$ cat config.mk
export PLATFORM = sky130hd
export DESIGN_NAME = utf8_name_length_checker_core
export DESIGN_NICKNAME = d
export VERILOG_FILES = /design/src/rtl/core/unlc_pkg.sv /design/src/rtl/core/utf8_name_length_checker_core.sv /design/src/rtl/core/unlc_step.sv
export SDC_FILE = /design/constraint.sdc
export NUM_CORES = 1
export LEC_CHECK = 0
export ABC_AREA = 1
export BUFFER_PORTS_ARGS = -buffer_cell sky130_fd_sc_hd__buf_2
export CAP_MARGIN = 10
export CORE_MARGIN = 2
export CORE_UTILIZATION = 40
export DETAILED_ROUTE_END_ITERATION = 8
export GPL_TIMING_DRIVEN = 0
export SYNTH_ARGS = -nofsm -noshare
export SYNTH_HDL_FRONTEND = slang
export SYNTH_HIERARCHICAL = 1
export SYNTH_SLANG_ARGS = --single-unit
$ cat constraint.sdc
create_clock -name clock -period 5.1 [get_ports clock]
set_input_delay 0.51 -clock clock [delete_from_list [all_inputs] [get_ports clock]]
set_output_delay 0.51 -clock clock [all_outputs]
set_load 0.02 [all_outputs]
$ cat src/rtl/core/unlc_pkg.sv
package unlc_pkg;

   // Field widths.
   localparam int unsigned BYTE_WIDTH   = 8;
   localparam int unsigned LENGTH_WIDTH = 10;
   localparam int unsigned COUNT_WIDTH  = 11;
   localparam int unsigned CODE_WIDTH   = 21;
   localparam int unsigned STATUS_WIDTH = 2;
   localparam int unsigned CSR_INDEX_WIDTH = 1;

   // Verdict codes.
   localparam logic [STATUS_WIDTH-1:0] STATUS_OK        = 2'd0;
   localparam logic [STATUS_WIDTH-1:0] STATUS_TOO_SHORT = 2'd1;
   localparam logic [STATUS_WIDTH-1:0] STATUS_TOO_LONG  = 2'd2;
   localparam logic [STATUS_WIDTH-1:0] STATUS_INVALID   = 2'd3;

   // Register indexes.
   localparam logic [CSR_INDEX_WIDTH-1:0] CSR_MIN_LENGTH = 1'd0;
   localparam logic [CSR_INDEX_WIDTH-1:0] CSR_MAX_LENGTH = 1'd1;

   // Register reset values.
   localparam logic [LENGTH_WIDTH-1:0] MIN_LENGTH_RESET = 10'd1;
   localparam logic [LENGTH_WIDTH-1:0] MAX_LENGTH_RESET = 10'd12;

   // Count saturation limit.
   localparam logic [COUNT_WIDTH-1:0] COUNT_CAP = 11'd1024;

   // Character constants.
   localparam logic [BYTE_WIDTH-1:0] SPACE_CHAR   = 8'h20;
   localparam logic [BYTE_WIDTH-1:0] TAB_CHAR     = 8'h09;
   localparam logic [BYTE_WIDTH-1:0] CR_CHAR      = 8'h0D;
   localparam logic [BYTE_WIDTH-1:0] DEL_CHAR     = 8'h7F;
   localparam logic [BYTE_WIDTH-1:0] PIPE_CHAR    = 8'h7C;
   localparam logic [BYTE_WIDTH-1:0] PERCENT_CHAR = 8'h25;

   // Code point limits.
   localparam logic [CODE_WIDTH-1:0] FLOOR_TWO_BYTE   = 21'h80;
   localparam logic [CODE_WIDTH-1:0] FLOOR_THREE_BYTE = 21'h800;
   localparam logic [CODE_WIDTH-1:0] FLOOR_FOUR_BYTE  = 21'h10000;
   localparam logic [CODE_WIDTH-1:0] SURROGATE_LOW    = 21'hD800;
   localparam logic [CODE_WIDTH-1:0] SURROGATE_HIGH   = 21'hDFFF;
   localparam logic [CODE_WIDTH-1:0] C1_LOW           = 21'h80;
   localparam logic [CODE_WIDTH-1:0] C1_HIGH          = 21'h9F;
   localparam logic [CODE_WIDTH-1:0] CODE_MAX         = 21'h10FFFF;

   // Running state of the name being checked.
   typedef struct packed {
      logic                   seen_text;
      logic [COUNT_WIDTH-1:0] pending_spaces;
      logic                   pending_has_control;
      logic [1:0]             bytes_left;
      logic [1:0]             sequence_length;
      logic [CODE_WIDTH-1:0]  code_accumulator;
      logic [COUNT_WIDTH-1:0] point_count;
      logic                   bad_seen;
   } name_state_type;

   // Verdict produced on the final request of a name.
   typedef struct packed {
      logic                    valid;
      logic [STATUS_WIDTH-1:0] status;
      logic [COUNT_WIDTH-1:0]  code_points;
   } verdict_type;

endpackage

$ cat src/rtl/core/utf8_name_length_checker_core.sv
// Checks a display name that arrives one byte per request and reports a
// verdict with the trimmed code point count when the final request arrives.
// Request channel: req_data_byte, req_no_byte (request carries no byte, used to
// end an empty name) and req_last (final request of the name).
// Response channel: one response per request with req_last set, carrying
// rsp_status (ok, too short, too long, invalid) and rsp_code_points.
// Configuration: csr_index 0 writes min_length, 1 writes max_length; writes
// are taken at once and should only be made while no name is in flight.
// Pipeline: a request is captured in the input register, where it is checked
// against the running name state, and its verdict is loaded into the response
// register, which drives rsp_valid. Throughput is one request per cycle while
// the response register is free, set by the combinational byte check against
// the running name state.
// When the receiver stalls, the response register holds and the input
// register fills; after that req_ready drops until a response is taken.
// Reset clears the name state, the pipeline and sets min_length to 1 and
// max_length to 12.
module utf8_name_length_checker_core (
   input  logic                                   clock,
   input  logic                                   reset,
   input  logic                                   req_valid,
   output logic                                   req_ready,
   input  logic [unlc_pkg::BYTE_WIDTH-1:0]        req_data_byte,
   input  logic                                   req_no_byte,
   input  logic                                   req_last,
   output logic                                   rsp_valid,
   input  logic                                   rsp_ready,
   output logic [unlc_pkg::STATUS_WIDTH-1:0]      rsp_status,
   output logic [unlc_pkg::COUNT_WIDTH-1:0]       rsp_code_points,
   input  logic                                   csr_valid,
   output logic                                   csr_ready,
   input  logic [unlc_pkg::CSR_INDEX_WIDTH-1:0]   csr_index,
   input  logic [unlc_pkg::LENGTH_WIDTH-1:0]      csr_data
);
   import unlc_pkg::*;

   logic                    in_valid_ff;
   logic [BYTE_WIDTH-1:0]   in_byte_ff;
   logic                    in_no_byte_ff;
   logic                    in_last_ff;
   name_state_type          state_ff;
   name_state_type          state_in;
   verdict_type             verdict;
   logic                    rsp_valid_ff;
   logic [STATUS_WIDTH-1:0] rsp_status_ff;
   logic [COUNT_WIDTH-1:0]  rsp_count_ff;
   logic [LENGTH_WIDTH-1:0] min_length_ff;
   logic [LENGTH_WIDTH-1:0] max_length_ff;
   logic                    rsp_free;
   logic                    advance;

   // Handshake control.
   assign rsp_free  = !rsp_valid_ff || rsp_ready;
   assign advance   = in_valid_ff && rsp_free;
   assign req_ready = !in_valid_ff || advance;
   assign csr_ready = 1'b1;

   // Configuration registers.
   always_ff @(posedge clock) begin
      if (reset) begin
         min_length_ff <= MIN_LENGTH_RESET;
         max_length_ff <= MAX_LENGTH_RESET;
      end else if (csr_valid) begin
         case (csr_index)
            CSR_MIN_LENGTH: min_length_ff <= csr_data;
            CSR_MAX_LENGTH: max_length_ff <= csr_data;
            default: ;
         endcase
      end
   end

   // Input register.
   always_ff @(posedge clock) begin
      if (reset) begin
         in_valid_ff <= 1'b0;
      end else if (req_ready) begin
         in_valid_ff <= req_valid;
      end
   end

   always_ff @(posedge clock) begin
      if (req_valid && req_ready) begin
         in_byte_ff    <= req_data_byte;
         in_no_byte_ff <= req_no_byte;
         in_last_ff    <= req_last;
      end
   end

   // Byte check and name state update.
   unlc_step u_step (
      .state_cur  (state_ff),
      .data_byte  (in_byte_ff),
      .no_byte    (in_no_byte_ff),
      .last       (in_last_ff),
      .min_length (min_length_ff),
      .max_length (max_length_ff),
      .state_next (state_in),
      .verdict    (verdict)
   );

   always_ff @(posedge clock) begin
      if (reset) begin
         state_ff <= '0;
      end else if (advance) begin
         state_ff <= state_in;
      end
   end

   // Response register.
   always_ff @(posedge clock) begin
      if (reset) begin
         rsp_valid_ff <= 1'b0;
      end else if (rsp_free) begin
         rsp_valid_ff <= advance && verdict.valid;
      end
   end

   always_ff @(posedge clock) begin
      if (advance && verdict.valid) begin
         rsp_status_ff <= verdict.status;
         rsp_count_ff  <= verdict.code_points;
      end
   end

   assign rsp_valid       = rsp_valid_ff;
   assign rsp_status      = rsp_status_ff;
   assign rsp_code_points = rsp_count_ff;

endmodule

$ cat src/rtl/core/unlc_step.sv
module unlc_step (
   input  unlc_pkg::name_state_type             state_cur,
   input  logic [unlc_pkg::BYTE_WIDTH-1:0]      data_byte,
   input  logic                                 no_byte,
   input  logic                                 last,
   input  logic [unlc_pkg::LENGTH_WIDTH-1:0]    min_length,
   input  logic [unlc_pkg::LENGTH_WIDTH-1:0]    max_length,
   output unlc_pkg::name_state_type             state_next,
   output unlc_pkg::verdict_type                verdict
);
   import unlc_pkg::*;

   logic                   is_space;
   logic                   ascii_bad;
   logic [CODE_WIDTH-1:0]  acc_shifted;
   logic [CODE_WIDTH-1:0]  code_floor;
   logic                   code_bad;
   logic [COUNT_WIDTH:0]   pending_sum;
   logic [COUNT_WIDTH-1:0] merged_count;
   logic [COUNT_WIDTH-1:0] counted_one;
   logic [COUNT_WIDTH-1:0] final_count;
   name_state_type         upd;

   // Byte classes.
   assign is_space  = (data_byte == SPACE_CHAR) ||
                      ((data_byte >= TAB_CHAR) && (data_byte <= CR_CHAR));
   assign ascii_bad = (data_byte < SPACE_CHAR) || (data_byte == DEL_CHAR) ||
                      (data_byte == PIPE_CHAR) || (data_byte == PERCENT_CHAR);

   // Continuation byte folded into the code point, and its range checks.
   assign acc_shifted = {state_cur.code_accumulator[CODE_WIDTH-7:0], data_byte[5:0]};

   always_comb begin
      case (state_cur.sequence_length)
         2'd1:    code_floor = FLOOR_TWO_BYTE;
         2'd2:    code_floor = FLOOR_THREE_BYTE;
         default: code_floor = FLOOR_FOUR_BYTE;
      endcase
   end

   assign code_bad = (acc_shifted < code_floor) ||
                     ((acc_shifted >= SURROGATE_LOW) && (acc_shifted <= SURROGATE_HIGH)) ||
                     ((acc_shifted >= C1_LOW) && (acc_shifted <= C1_HIGH)) ||
                     (acc_shifted > CODE_MAX);

   // Held whitespace joins the count when text follows it.
   assign pending_sum = {1'b0, state_cur.point_count} + {1'b0, state_cur.pending_spaces};

   always_comb begin
      if (state_cur.seen_text && (state_cur.pending_spaces != '0)) begin
         if (pending_sum > {1'b0, COUNT_CAP}) begin
            merged_count = COUNT_CAP;
         end else begin
            merged_count = pending_sum[COUNT_WIDTH-1:0];
         end
      end else begin
         merged_count = state_cur.point_count;
      end
   end

   assign counted_one = (merged_count < COUNT_CAP) ? (merged_count + 1'b1) : merged_count;

   // Per-byte state update.
   always_comb begin
      upd = state_cur;
      if (!no_byte && !state_cur.bad_seen) begin
         if (is_space) begin
            if (state_cur.seen_text) begin
               if (state_cur.bytes_left != 2'd0) begin
                  upd.bad_seen = 1'b1;
               end else begin
                  if (data_byte != SPACE_CHAR) begin
                     upd.pending_has_control = 1'b1;
                  end
                  if (state_cur.pending_spaces < COUNT_CAP) begin
                     upd.pending_spaces = state_cur.pending_spaces + 1'b1;
                  end
               end
            end
         end else if (state_cur.seen_text && (state_cur.pending_spaces != '0) &&
                      state_cur.pending_has_control) begin
            upd.bad_seen = 1'b1;
         end else begin
            upd.point_count         = merged_count;
            upd.pending_spaces      = '0;
            upd.pending_has_control = 1'b0;
            upd.seen_text           = 1'b1;
            if (state_cur.bytes_left != 2'd0) begin
               if (data_byte[7:6] != 2'b10) begin
                  upd.bad_seen = 1'b1;
               end else begin
                  upd.code_accumulator = acc_shifted;
                  upd.bytes_left       = state_cur.bytes_left - 2'd1;
                  if (state_cur.bytes_left == 2'd1) begin
                     if (code_bad) begin
                        upd.bad_seen = 1'b1;
                     end else begin
                        upd.point_count = counted_one;
                     end
                  end
               end
            end else if (!data_byte[7]) begin
               if (ascii_bad) begin
                  upd.bad_seen = 1'b1;
               end else begin
                  upd.point_count = counted_one;
               end
            end else if (data_byte[7:5] == 3'b110) begin
               upd.sequence_length  = 2'd1;
               upd.bytes_left       = 2'd1;
               upd.code_accumulator = {16'd0, data_byte[4:0]};
            end else if (data_byte[7:4] == 4'b1110) begin
               upd.sequence_length  = 2'd2;
               upd.bytes_left       = 2'd2;
               upd.code_accumulator = {17'd0, data_byte[3:0]};
            end else if (data_byte[7:3] == 5'b11110) begin
               upd.sequence_length  = 2'd3;
               upd.bytes_left       = 2'd3;
               upd.code_accumulator = {18'd0, data_byte[2:0]};
            end else begin
               upd.bad_seen = 1'b1;
            end
         end
      end
   end

   // Verdict on the final request; the state starts over for the next name.
   assign final_count = upd.point_count;

   always_comb begin
      verdict.valid       = last;
      verdict.status      = STATUS_OK;
      verdict.code_points = final_count;
      if (upd.bad_seen || (upd.bytes_left != 2'd0)) begin
         verdict.status      = STATUS_INVALID;
         verdict.code_points = '0;
      end else if ((final_count == '0) || (final_count < {1'b0, min_length})) begin
         verdict.status = STATUS_TOO_SHORT;
      end else if (final_count > {1'b0, max_length}) begin
         verdict.status = STATUS_TOO_LONG;
      end
      state_next = last ? name_state_type'('0) : upd;
   end

endmodule

==> metrics <==
core region area=17180 um2; crit share post-route=91.52%; Nets=1250; CTS clk-pin slew, worst paths=70 ps; CTS Root Cell=clkbuf_16; first-pass GRT wire length=31.13 mm; port bufs=40; Worst Setup Start Kind=register; DR iter-0 viols=455; Die ar.=18480 um2; type of the worst setup path=reg2reg; clk sinks=89; placed instance count=1394; Mapped Nets=1195; Worst Skew=9.942 ps; Max VDD drop=0.1699 mV; Hold Crit Class=in2reg; DR WL/cell=13.58 um; Slowest cell on crit path=fa_1; grt total ovfl=0; largest net degree at the start of global routing=17; YS warnings=6; most frequent cells in the layout=225 x nand2_1, 194 x inv_1, 179 x nor2_1, 108 x nand3_1, 80 x a21oi_1; initial core utilization=40.53%; Finished Core Util=45.58%; Final Setup Violations=0; Detailed Route WL=19.20 mm; CP dominant cell by count=nand2_1; setup ws final=432.4 ps; via count=7017; Crit path largest cell delay=460 ps; height of the die=135.9 um; final critical-path required period=4668 ps; die extent in x=135.9 um; slew margin rel.=27.20%; DP HPWL=14.89 mm; pwr dens=258.1 nW/um2; worst-case clock buffer depth=2; Detailed Routing Iterations Pass 1=5; Row Count=48; clk_lat worst skew=350 ps; fmax=214.2 MHz; Remaining DRCs=0; Detail Route Antenna Nets=0; Max Transition Viols Final=0; Leak=3.726 nW; FILL cells=1906; initial antenna violation count=0; endpoints failing hold=0; H-tree levels=3; GPL Wtd Cong=0.8862; hold buffers post-CTS=0; Synth Cell Area=6962 um2; placed cell area=7443 um2; Worst Setup End Kind=register; CP required=5210 ps; diode count=0; worst-margin pin slew=1088 ps; status=finished clean; layout cells sized above 1=11.69%; number of CTS-inserted buffers=9; Mapped Cells=1129; CTS tree=done; max_cap viols=0; gr usage total=21.32%; vias in the first global route=6215; Syn-to-layout area delta=12.46%; critical-path maximum fanout=7; crit path DAT=4780 ps; commonest non-fill, non-tap cell in the layout=nand2_1; Finished Layout Cells=1414; final instance area=7829 um2; synthesized area per cell=6.166 um2; pre-CTS setup slack=-34.75 ps; IO Pins=42; vias per cell=4.963; total power=2.020 mW
-- stage by stage --
step | hold slack [ps] | setup TNS (ps)
finish | 324.7 | 0
global route | 319.4 | -11.64
CTS | 308.8 | 0
detailed placement | 470.1 | -34.75
global placement | 462.8 | -66.41
floorplan | 442.0 | 0
-- registers in the layout, summed over array words and instances (netlist names) --
signal           count
max_length_ff       10
rsp_valid            1
rsp_code_points     11
rsp_status           2
in_last_ff           1
in_valid_ff          1
state_ff            44
in_no_byte_ff        1
min_length_ff       10
in_byte_ff           8
-- worst max-delay path, delay by kind of cell, from the launching register on --
| family | cells | cell delay [ps] |
|---|---|---|
| fa+ha+maj | 4 | 1120 |
| buf+inv | 2 | 130 |
| compound gates | 8 | 910 |
| flops | 1 | 380 |
| simple gates | 18 | 1890 |
-- routing by layer --
layer / wire (um) / global-route usage [%] / up-vias / share of wire [%]
li1: - / - / 3698 / -
met1: 9281 / 29.04 / 3104 / 48
met2: 8733 / 35.91 / 194 / 45
met3: 962 / 2.685 / 21 / 5.0
met4: 223 / 5.093 / 0 / 1.2
met5: 0 / 0 / - / 0
-- power breakdown --
group	internal, mW	switching (mW)
Clock	0.338	0.301
Combinational	0.204	0.359
Sequential	0.772	0.0472
-- layout make-up --
cell class | instances | area, um2 | area share [%]
Buffer | 49 | 274.0 | 3.500
Clock buffer | 10 | 229.0 | 2.925
Clock inverter | 6 | 47.55 | 0.6073
Inverter | 204 | 765.7 | 9.781
Multi-Input combinational cell | 787 | 3984 | 50.89
Sequential cell | 89 | 2017 | 25.76
Tap cell | 225 | 281.5 | 3.596
Timing Repair Buffer | 44 | 230.2 | 2.941
-- what timing repair did --
| action | CTS | global route |
|---|---|---|
| endpoints found under the hold margin | 0 | 0 |
| pin swaps | 0 | 4 |
| setup buffers | 0 | 4 |
| setup endpoints to repair | 1 | 2 |
| resized for setup | 1 | 18 |
-- worst paths after layout --
path                                  startpoint  depth (start not counted)  slack, ps          endpoint
worst max-delay path                state_ff[38]                         32        430     rsp_status[1]
worst min register to register  max_length_ff[2]                          2        480  max_length_ff[2]
worst max register to register      state_ff[38]                         32        430     rsp_status[1]
worst min-delay path                       reset                          2        320       in_valid_ff
No activity file was read; power rests on OpenSTA's default activity.
